### config.mk
export PLATFORM = sky130hd
export DESIGN_NAME = mfbrd_ctrl
export DESIGN_NICKNAME = d
export VERILOG_FILES = /design/src/rtl/core/mfbrd_pkg.sv /design/src/rtl/core/mfbrd_ctrl.sv
export SDC_FILE = /design/constraint.sdc
export NUM_CORES = 1
export LEC_CHECK = 0
export BUFFER_PORTS_ARGS = -buffer_cell sky130_fd_sc_hd__buf_2
export CAP_MARGIN = 20
export CORE_MARGIN = 2
export CORE_UTILIZATION = 43
export CTS_CLUSTER_DIAMETER = 200
export CTS_CLUSTER_SIZE = 14
export DETAILED_ROUTE_END_ITERATION = 8
export GPL_TIMING_DRIVEN = 0
export PLACE_DENSITY = 0.8
export SYNTH_ARGS = -nofsm -noshare
export SYNTH_HDL_FRONTEND = slang
export SYNTH_SLANG_ARGS = --single-unit
### constraint.sdc
create_clock -name clk -period 2 [get_ports clk]
set_clock_uncertainty 0.05 [all_clocks]
set_input_delay 0.1 -clock clk [delete_from_list [all_inputs] [get_ports clk]]
set_output_delay 0.1 -clock clk [all_outputs]
set_load 0.03 [all_outputs]
### src/rtl/core/mfbrd_pkg.sv
// ----------------------------------------------------------------------------
// mfbrd_pkg
// Shared types and constants of the monochrome frame buffer drawing engine.
// ----------------------------------------------------------------------------
package mfbrd_pkg;

  localparam int MODE_W  = 3;
  localparam int COORD_W = 8;
  localparam int IDX_W   = 12;
  localparam int BYTE_W  = 8;
  localparam int SUM_W   = COORD_W + 1;
  localparam int BCOL_W  = SUM_W - 3;

  localparam logic [MODE_W-1:0] MODE_PIXEL   = 3'd0;
  localparam logic [MODE_W-1:0] MODE_OUTLINE = 3'd1;
  localparam logic [MODE_W-1:0] MODE_FILL    = 3'd2;
  localparam logic [MODE_W-1:0] MODE_CLEAR   = 3'd3;
  localparam logic [MODE_W-1:0] MODE_READ    = 3'd4;

  typedef enum logic [1:0] {
    ADDR_DRAW,
    ADDR_CLEAR,
    ADDR_INDEX
  } addr_sel_t;

  typedef struct packed {
    logic      load;
    logic      setup;
    logic      span_load;
    logic      pass_set;
    logic      row_next;
    logic      byte_next;
    logic      clr_start;
    logic      clr_next;
    logic      mem_rd;
    logic      mem_wr;
    addr_sel_t addr_sel;
    logic      res_load;
  } cmd_t;

  typedef struct packed {
    logic is_draw;
    logic is_clear;
    logic is_read;
    logic rows_empty;
    logic span_ok;
    logic mid_row;
    logic pass;
    logic byte_last;
    logic row_last;
    logic clr_last;
  } sts_t;

endpackage

### src/rtl/core/mfbrd_ctrl.sv
// ----------------------------------------------------------------------------
// mfbrd_ctrl
// Sequencer that walks commands through the datapath and owns the handshakes.
// ----------------------------------------------------------------------------
module mfbrd_ctrl (
  input  logic             clk,
  input  logic             rst_n,
  input  logic             in_valid,
  output logic             in_ready,
  output logic             out_valid,
  input  logic             out_ready,
  output mfbrd_pkg::cmd_t  cmd,
  input  mfbrd_pkg::sts_t  sts
);

  typedef enum logic [3:0] {
    S_BOOT,
    S_INIT_CLR,
    S_IDLE,
    S_DECODE,
    S_CLR,
    S_ROW,
    S_RD,
    S_WR,
    S_NEXT,
    S_RDB,
    S_RESP
  } state_t;

  state_t state_r, state_nxt;
  logic   out_valid_r, out_valid_nxt;

  assign in_ready  = state_r == S_IDLE;
  assign out_valid = out_valid_r;

  always_comb begin
    state_nxt     = state_r;
    out_valid_nxt = out_valid_r && !out_ready;
    cmd           = '0;
    cmd.addr_sel  = mfbrd_pkg::ADDR_DRAW;
    case (state_r)
      S_BOOT: begin
        cmd.clr_start = 1'b1;
        state_nxt     = S_INIT_CLR;
      end
      S_INIT_CLR: begin
        cmd.mem_wr   = 1'b1;
        cmd.addr_sel = mfbrd_pkg::ADDR_CLEAR;
        cmd.clr_next = 1'b1;
        if (sts.clr_last) begin
          state_nxt = S_IDLE;
        end
      end
      S_IDLE: begin
        if (in_valid) begin
          cmd.load  = 1'b1;
          state_nxt = S_DECODE;
        end
      end
      S_DECODE: begin
        if (sts.is_clear) begin
          cmd.clr_start = 1'b1;
          state_nxt     = S_CLR;
        end else if (sts.is_read) begin
          state_nxt = S_RDB;
        end else if (sts.is_draw) begin
          cmd.setup = 1'b1;
          state_nxt = S_ROW;
        end else begin
          state_nxt = S_RESP;
        end
      end
      S_CLR: begin
        cmd.mem_wr   = 1'b1;
        cmd.addr_sel = mfbrd_pkg::ADDR_CLEAR;
        cmd.clr_next = 1'b1;
        if (sts.clr_last) begin
          state_nxt = S_RESP;
        end
      end
      S_ROW: begin
        if (sts.rows_empty) begin
          state_nxt = S_RESP;
        end else if (sts.span_ok) begin
          cmd.span_load = 1'b1;
          state_nxt     = S_RD;
        end else begin
          state_nxt = S_NEXT;
        end
      end
      S_RD: begin
        cmd.mem_rd = 1'b1;
        state_nxt  = S_WR;
      end
      S_WR: begin
        cmd.mem_wr = 1'b1;
        if (sts.byte_last) begin
          state_nxt = S_NEXT;
        end else begin
          cmd.byte_next = 1'b1;
          state_nxt     = S_RD;
        end
      end
      S_NEXT: begin
        if (sts.mid_row && !sts.pass) begin
          cmd.pass_set = 1'b1;
          state_nxt    = S_ROW;
        end else if (sts.row_last) begin
          state_nxt = S_RESP;
        end else begin
          cmd.row_next = 1'b1;
          state_nxt    = S_ROW;
        end
      end
      S_RDB: begin
        cmd.mem_rd   = 1'b1;
        cmd.addr_sel = mfbrd_pkg::ADDR_INDEX;
        state_nxt    = S_RESP;
      end
      S_RESP: begin
        if (!out_valid_r || out_ready) begin
          cmd.res_load  = 1'b1;
          out_valid_nxt = 1'b1;
          state_nxt     = S_IDLE;
        end
      end
      default: begin
        state_nxt = S_BOOT;
      end
    endcase
  end

  always_ff @(posedge clk) begin
    if (!rst_n) begin
      state_r     <= S_BOOT;
      out_valid_r <= 1'b0;
    end else begin
      state_r     <= state_nxt;
      out_valid_r <= out_valid_nxt;
    end
  end

endmodule

# After elaboration in Yosys (flattened, before gate mapping)
# Cells that the tools add are included.
# totals
mem_bits_rw,0
out_inout_bits,15
input_bits,14
reg_bits,5
rom_bits,0
n_memories,0
latchBits,0
# classes
multipliers,0
reduce_logical,11
muxes,38
n_div,0
magnitude_cmp,0
shift,0
n_eq_ne,14
n_addsub,0
bitwise_logic,0
# op_table
cell,n
4-bit 2-to-1 mux,12
4-bit one-hot mux with 11 select lines,1
1-bit 2-to-1 mux,22
"4-bit by 3-bit == test with 1-bit output, second input constant",4
"4-bit == test, second input constant",3
"4-bit by 2-bit == test with 1-bit output, second input constant",2
"2-bit inequality test, second input constant",4
"4-bit by 1-bit == test with 1-bit output, second input constant",1
4-bit zero test,1
2-bit one-hot mux with 2 select lines,1
4-bit AND reduction,1
2-bit OR reduction,2
1-bit zero test,3
3-bit OR reduction,1
1-bit logical AND,2
2-bit 2-to-1 mux,1
1-bit one-hot mux with 2 select lines,1
1-bit logical OR,1

# Longest topological paths before layout
# Gate-level depths: netlist (run 1).
# logic_depth
ltp_word,4
ltp_mapped,6
ltp_nobuf,5

# Least setup slack after synthesis (run 1)
# Ideal clock, no wire load.
# synth_timing
path_type,register to output
from,reg state_r[1]
to,out cmd[8] (netlist bit)
path_slack_ns,0.033
t_arrival_ns,1.817
path_stages_with_launch,5
cell_sequence,dfxtp_1 -> buf_2 -> nor2_1 -> nand2_1 -> nor4b_1
# synth_lines
element,line_no,source
start: declaration,mfbrd_ctrl.sv:30,"state_t state_r, state_nxt;"
start signal: assignment,mfbrd_ctrl.sv:138,state_r <= state_nxt;
end: declaration,mfbrd_ctrl.sv:12,"output mfbrd_pkg::cmd_t cmd,"

==> results of run 1 <==
where the power goes:
group          switching [µW]  internal, µW  total (µW)
registers                21.4           130         152
logic                     522           253         775
clock network            40.6          75.4         116
total                     584           459        1040
layout by cell type (no fill, tap or decap), types with 2 or more instances in the layout:
cell type,count
sky130_fd_sc_hd__nor4_1,2
sky130_fd_sc_hd__buf_2,32
sky130_fd_sc_hd__a21oi_1,3
sky130_fd_sc_hd__o21ai_0,4
sky130_fd_sc_hd__clkbuf_4,3
sky130_fd_sc_hd__inv_1,3
sky130_fd_sc_hd__o311ai_0,2
sky130_fd_sc_hd__nor2_1,11
sky130_fd_sc_hd__and2_1,2
sky130_fd_sc_hd__and3_1,2
sky130_fd_sc_hd__nor3_1,9
sky130_fd_sc_hd__nand2b_1,5
sky130_fd_sc_hd__or3_1,2
sky130_fd_sc_hd__nor2b_1,6
sky130_fd_sc_hd__nand2_1,6
sky130_fd_sc_hd__dfxtp_1,5
logic make-up after synthesis:
family / Yosys count / synth area share
compound gates: 18 / 0.233
xor+xnor: 1 / 0.0155
buf+inv: 10 / 0.0820
flops: 5 / 0.177
mux: 2 / 0.0377
simple gates: 49 / 0.455
cell usage after synthesis (all sizes together):
| library cell | number |
|---|---|
| a2111oi | 1 |
| a211oi | 1 |
| a21bo | 1 |
| a21o | 1 |
| a21oi | 3 |
| a311oi | 1 |
| a31oi | 1 |
| and2 | 2 |
| and3 | 2 |
| buf | 6 |
| dfxtp | 5 |
| inv | 4 |
| mux2 | 1 |
| mux2i | 1 |
| nand2 | 6 |
| nand2b | 5 |
| nand3 | 1 |
| nand4 | 1 |
| nand4b | 1 |
| nor2 | 11 |
| nor2b | 6 |
| nor3 | 9 |
| nor4 | 2 |
| nor4b | 1 |
| o2111ai | 1 |
| o21ai | 4 |
| o22ai | 1 |
| o311ai | 2 |
| o31a | 1 |
| or3 | 2 |
| xnor2 | 1 |
layout make-up:
class	instances	area (µm²)	share of cell area
sequential	5	100	0.134
inverter	4	15.0	0.0200
tap	15	18.8	0.0250
clock buffer	4	26.3	0.0351
multi-input combinational	70	418	0.558
buffer	6	31.3	0.0417
timing repair buffer	28	140	0.187
flip-flops by register name (all words and copies together), names as in the netlist:
| register | cells |
|---|---|
| out_valid | 1 |
| state_r | 4 |
final timing paths:
| kind | from | slack [ns] | end | cells past startpoint |
|---|---|---|---|---|
| setup / recovery | state_r[1]$_SDFFE_PN0P_ | 0.21 | cmd[8] | 5 |
| hold / removal | rst_n | 0.08 | state_r[2]$_SDFFE_PN0P_ | 2 |
| setup reg to reg | state_r[3]$_SDFFE_PN0P_ | 0.31 | state_r[3]$_SDFFE_PN0P_ | 5 |
| hold reg to reg | state_r[3]$_SDFFE_PN0P_ | 0.58 | state_r[0]$_SDFFE_PN0P_ | 3 |
layer usage:
layer / global-route usage / routed length, µm / vias up
met2: 0.335 / 718 / 36
met1: 0.233 / 696 / 329
met4: 0.0333 / 0 / 0
met3: 0.0889 / 147 / 0
met5: 0 / 0 / -
li1: - / - / 377
critical path: stages (launching register included):
cell	delay, ns
sky130_fd_sc_hd__dfxtp_1	0.34
sky130_fd_sc_hd__buf_2	0.19
sky130_fd_sc_hd__nor2_1	0.25
sky130_fd_sc_hd__nand2_1	0.14
sky130_fd_sc_hd__nor4b_1	0.23
sky130_fd_sc_hd__buf_2	0.24
through the flow:
stage | setup slack [ns] | utilization | std cells
2_1_floorplan | 0.0328 | - | 85
3_3_place_gp | 0.356 | 0.570 | 128
3_5_place_dp | 0.345 | 0.570 | 128
4_1_cts | 0.210 | 0.591 | 132
5_1_grt | 0.0888 | 0.591 | 132
6_report | 0.210 | 0.591 | 132
==> summary by stage, run 1 <==
Pwr
The final total power is 1040 µW. IR analysis of the VDD net gives a maximum drop of between 0.0008 and 0.0009 V. The analysis attributes to cell leakage a power of between 0.0003 and 0.0004 µW. The ratio of total power to cell area is around 1400 nW/µm².

Routing
The count of nets left with antenna violations after detail routing is 0. The total detailed-routing wirelength is approximately 1600 µm. For this run, design rule violations remaining after detail routing come to 0. The detailed router finished its first iteration with 22 violations. Using the TritonRoute via totals, the vias-per-cell ratio works out to 5.62. In the final routed layout, each cell accounts on average for 11.8 µm. The vias after detailed routing is 742. The first TritonRoute pass finished after 4 iterations.

GRT
The number of antenna violations at the first check in global routing is 0. The first global-routing pass estimated ~2200 µm of wire. The maximum number of pins on one net before global-route repair is 11. The global router's overall resource usage is 0.198. The global route total overflow is 0.

The via count of the first global-routing pass was ~560.

Clocking
For the worst-skew pair, the clock arrives at the later sink with an insertion delay of 0.24 ns. Clock-pin slew was measured on the worst setup and hold paths at around 0.04 ns. The number of cells upsized or downsized after cts is 0.

The cell sitting at the root of the clock tree is a sky130_fd_sc_hd__clkbuf_4. No sink is reached through more buffers than the 2 on the longest clock path. TritonCTS built the clock tree.

TritonCTS created 3 clock buffers. The number of sinks on the clock net is 5. The H-tree depth is 1.

After clock tree synthesis, the setup repair step added 0 buffers. The quantity of hold-fixing buffers added after cts is 0.

Cells and area
0 antenna diodes ended up in the layout. The number of nets in the final layout is 132. Of the cells placed in the final design, the portion with a size suffix greater than 1 is 0.342. The signed area change from the synthesized netlist to the final layout is 32.8%. The finished cells cover ~750 µm².

The layout has 140 filler cells.

Synthesis
After synthesis, the cell types taking the most area are sky130_fd_sc_hd__dfxtp_1 18%, sky130_fd_sc_hd__nor3_1 8.0%, sky130_fd_sc_hd__nor2_1 7.3%. The fraction of synthesized cell area taken by the top area cell type is 0.177. Dividing the synthesized area by the synthesized cell count gives roughly 6.6 µm².

The total of flip-flops plus latches after synthesis is 5. The sequential share of the synthesized area is 0.177. The distinct cell type count of the synthesized netlist is 34. The synthesized netlist net count is between 90 and 100. Synthesis produced a netlist whose cell count is 85.

In this run the cell area of the synthesized design comes to approximately 560 µm². The dominant cell type by area after synthesis is sky130_fd_sc_hd__dfxtp_1. For this run, the number of Yosys warnings is 0.

Die
The die width is 40.2 µm. The floorplan die area is about 1600 µm². The die outline height is just over 40 µm. The core region is ~1300 µm². The floorplan has 13 rows.

The initial core utilization is 0.445. The I/O pin count is 29.

Placed design
The post-placement cell area is just over 700 µm². Buffers placed on the I/O ports in this run total 28. The congestion estimate from routability-driven global placement came to 0.906. The HPWL after detailed placement is 1210 µm.

Timing
The max-slew headroom at the worst pin is 0.646. For the pin with the worst max-slew slack, the measured transition is ~0.52 ns. Of the available clock period, the critical path in the final layout requires 0.895. The number of max-slew violations in the final report is 0. The achievable clock frequency is around 560 MHz. Setup repair after global routing left no endpoint under its margin. Setup violations remaining at the end of the flow were counted as 0.

The worst hold slack across all endpoints is 0.0841 ns. Summed over all failing endpoints, the final setup total negative slack is 0 ns. For the finished layout, the period the worst path requires is about 1.8 ns. The total count of hold-check failures in the final report is 0.

Setup path
The maximum fanout count along the critical path is 10. STA puts the critical path data required time at around 1.9 ns. Data arrives at the worst endpoint at about 1.6 ns. The setup path with the least slack is of type register to output port. The category of the worst setup path launch point is a register.

The endpoint kind of the worst setup timing path is an output port.

Run
The max capacitance violation total is 0.

Min path
The class of the worst hold path is primary input to register.

Run status
The run finished with clean final reports.
(Power assumes the default switching activity.)
==> inputs of run 2 (changes only) <==
--- a/config.mk
+++ b/config.mk
@@ -5,13 +5,15 @@
 export SDC_FILE = /design/constraint.sdc
 export NUM_CORES = 1
 export LEC_CHECK = 0
+export ABC_AREA = 1
 export BUFFER_PORTS_ARGS = -buffer_cell sky130_fd_sc_hd__buf_2
 export CAP_MARGIN = 20
-export CORE_MARGIN = 2
-export CORE_UTILIZATION = 43
+export CORE_AREA = 2 2 39 41
+export CTS_BUF_LIST = sky130_fd_sc_hd__clkbuf_8
 export CTS_CLUSTER_DIAMETER = 200
-export CTS_CLUSTER_SIZE = 14
+export CTS_CLUSTER_SIZE = 16
 export DETAILED_ROUTE_END_ITERATION = 8
+export DIE_AREA = 0 0 41 43
 export GPL_TIMING_DRIVEN = 0
 export PLACE_DENSITY = 0.8
 export SYNTH_ARGS = -nofsm -noshare
==> run 2 against run 1 <==
Net effect:
- non-clock buffer count down 6
- sequential power rose by 16%
- highest routed layer unchanged
- final cell count up 19%
==> summary by stage, run 2 <==
Run status
The run finished with clean final reports.

Synthesis
The distinct cell type count of the synthesized netlist is 16 (-53%). The cell area after synthesis is 574 µm² (+1.8%). The sequential share of the synthesized area is 0.174 (-0.00309). The synthesized area per cell is 5.27 µm² (-21%). The count of mapped cells out of synthesis is 109 (+28%). Among all flip-flop cells after synthesis, the most frequent one is sky130_fd_sc_hd__dfxtp_1.

The number of warnings issued by yosys is 0 (unchanged). The share of async-settable or async-resettable flops after synthesis came to 0 (unchanged). The total of flip-flops plus latches after synthesis was 5 (unchanged).

After synthesis, the most frequently instantiated cells are 27 x sky130_fd_sc_hd__nand2_1, 19 x sky130_fd_sc_hd__nor2_1, 14 x sky130_fd_sc_hd__inv_1, 12 x sky130_fd_sc_hd__nand3_1, 7 x sky130_fd_sc_hd__nand2_2. The count of flip-flops with a built-in enable after synthesis came to 0 (unchanged). The synthesized netlist net count is 123 (+24%). Sorting the synthesized cells by area gives the leading types as sky130_fd_sc_hd__nand2_1 18%, sky130_fd_sc_hd__dfxtp_1 17%, sky130_fd_sc_hd__nor2_1 12%. The fraction of synthesized cell area taken by the top area cell type is 0.176 (-0.000913). Among all cell types in the netlist, the one instantiated most often is sky130_fd_sc_hd__nand2_1. The dominant cell type by area after synthesis is sky130_fd_sc_hd__nand2_1.

Routing
The average via count per standard cell was 4.99 (-11%). The total detailed-routing wirelength was 1560 µm (+0.13%). The vias after detailed routing came to 784 (+5.7%). The count of nets left with antenna violations after detail routing was 0 (unchanged).

The number of DRC markers in iteration 0 came to 26 (+18%). The number of DRC violations after detailed routing is 0 (unchanged). The length of the first detailed-routing pass in iterations is 6 (+2).

The mean routed wirelength per cell is 9.96 µm (-16%).

Clocking
The H-tree depth was 1 (unchanged). The cell chosen for the clock root is sky130_fd_sc_hd__clkbuf_8. The insertion delay to the later sink of the worst-skew pair is 0.22 ns (-0.02 ns). The number of buffers inserted during clock tree synthesis came to 3 (unchanged).

The post-CTS setup repair buffer count is 0 (unchanged). The maximum clock path buffer count came to 2 (unchanged). The CTS tree is done. The number of cells upsized or downsized after cts was 0 (unchanged). The quantity of hold-fixing buffers added after cts came to 0 (unchanged). The register clock-pin slew on the reported worst setup and hold paths is 0.03 ns (about the same). The number of sinks on the clock net is 5 (unchanged).

Timing
The achievable clock frequency is 623 MHz (+11%). The setup TNS came to 0 ns (unchanged). The number of max-slew violations in the final report was 0 (unchanged). The post-route fraction of the period consumed by the critical path came to 0.803 (-0.0922). The setup violation total in the final timing report is 0 (unchanged). The slew of the pin with the lowest slew margin is 0.351 ns (-0.173 ns). The total count of hold-check failures in the final report is 0 (unchanged). The max-slew headroom at the worst pin came to 0.765 (+0.119). The minimum clock period is 1.61 ns (-0.184 ns). Setup repair after global routing left no endpoint under its margin.

Placed design
The final weighted congestion of routability-driven global placement was 0.928 (+2.5%). The total placed cells including tap cells was 153 (+20%). The number of input and output port buffers inserted is 28 (unchanged). The HPWL after detailed placement came to 1270 µm (+4.9%).

Die
The die outline height is 43 µm (+6.9%). The floorplan die area is 1760 µm² (+9.0%). The row count is 14 (+1). The I/O pin count was 29 (unchanged).

The initial core utilization is 0.415 (-0.0298). The die width was 41 µm (+1.9%). The area inside the core boundary was 1380 µm² (+9.1%).

GRT
The via count of the first global-routing pass is 648 (+15%). The global router's overall resource usage was 0.197 (-0.00118). The maximum number of pins on one net before global-route repair came to 9 (-2). The first-pass GRT wire length is 2440 µm (+13%). The global route total overflow is 0 (unchanged). The number of antenna violations at the first check in global routing came to 0 (unchanged).

Cells and area
The signed area change from the synthesized netlist to the final layout is 35.7%. The number of flip-flops under the largest register name is 4 (unchanged). In the layout the commonest cells are 28 x sky130_fd_sc_hd__buf_2, 27 x sky130_fd_sc_hd__nand2_1, 19 x sky130_fd_sc_hd__nor2_1, 15 x sky130_fd_sc_hd__inv_1, 12 x sky130_fd_sc_hd__nand3_1. The register containing the most flip-flops in the final layout is state_r. The post-route non-filler standard cell count was 157 (+19%). The share of layout cells above drive strength 1 is 0.340 (-0.00145).

The most frequent standard cell in the layout excluding fill and tap cells is sky130_fd_sc_hd__buf_2. The number of diodes added for antenna fixing came to 0 (unchanged). The number of nets in the final layout is 156 (+18%).

Pwr
The maximum vdd ir drop was 0.000654 V (-20%). The ratio of total power to cell area is 1230 nW/µm² (-12%). The leakage power total is 0.000476 µW (+34%).

Setup path
The endpoint required time on the critical path is 1.85 ns (about the same). The data arrival time of the critical path was 1.46 ns (-0.18 ns). The delay contributed by the slowest stage of the critical path was 0.40 ns (+0.06 ns).

The largest individual stage delay along the critical path comes from the cell sky130_fd_sc_hd__dfxtp_1. The endpoint kind of the worst setup timing path is an output port. In this design, the largest share of critical-path delay is due to simple AND/OR/NAND/NOR gates.

The worst setup path is launched from a register. Traced cell by cell, the critical path runs through nor2_2 > nand2_2 > nor3b_1 > buf_2. The count of buffering cells on the critical path with inverters included is 1 (-1). The worst setup path is of the register to output port kind. The maximum fanout count along the critical path is 7 (-3).

Run
The max capacitance violation total was 0 (unchanged).

Min path
The class of the worst hold path is primary input to register.
run 2: cell families (layout without fill, tap and decap cells):
family                 after synthesis  in the layout  share of synthesized area
flip-flops                           5              5                      0.174
AO/OA/AOI/OAI                        8              8                     0.0741
AND/OR/NAND/NOR                     78             78                      0.634
buffers and inverters               18             50                      0.118
run 2: per-layer routing:
| layer | global-route usage | routed length, µm |
|---|---|---|
| met1 | 0.255 | 678 |
| met2 | 0.319 | 784 |
| met3 | 0.0628 | 100 |
| met4 | 0.0200 | 0 |
| met5 | 0 | 0 |
run 2: tightest hold or removal path, stage by stage:
cell	delay (ns)
sky130_fd_sc_hd__buf_2	0.09
sky130_fd_sc_hd__nand2_1	0.04
sky130_fd_sc_hd__inv_1	0.04
run 2: final timing paths:
kind | slack (ns) | cells past startpoint | start | to
setup reg to reg | 0.60 | 7 | state_r[0]$_SDFFE_PN0P_ | state_r[0]$_SDFFE_PN0P_
hold reg to reg | 0.56 | 4 | out_valid$_SDFF_PN0_ | out_valid$_SDFF_PN0_
setup / recovery | 0.39 | 4 | state_r[1]$_SDFFE_PN0P_ | cmd[8]
hold / removal | 0.03 | 3 | rst_n | state_r[2]$_SDFFE_PN0P_
run 2: layout make-up:
class | count | area, µm²
Fill cell | 160 | 604
Timing Repair Buffer | 28 | 140
Sequential cell | 5 | 100
Clock inverter | 1 | 3.75
Multi-Input combinational cell | 86 | 407
Clock buffer | 3 | 41.3
Tap cell | 16 | 20.0
Inverter | 18 | 67.6
run 2: where the power goes:
part / switching [µW] / internal [µW] / leakage, µW
sequential: 50.2 / 126 / 0.0000408
combinational: 422 / 180 / 0.000408
clock: 47.3 / 131 / 0.0000269
total: 519 / 437 / 0.000476
run 2: metrics by stage:
step / instance area, µm² / utilization / hold WS [ns] / total power (µW) / setup WS [ns]
3_3_place_gp: 734 / 0.531 / 0.251 / 761 / 0.656
3_5_place_dp: 734 / 0.531 / 0.252 / 777 / 0.619
2_1_floorplan: 574 / - / 0.148 / 621 / 0.396
4_1_cts: 779 / 0.563 / 0.0259 / 960 / 0.386
6_report: 779 / 0.563 / 0.0305 / 957 / 0.394
5_1_grt: 779 / 0.563 / 0.0383 / 1030 / 0.291
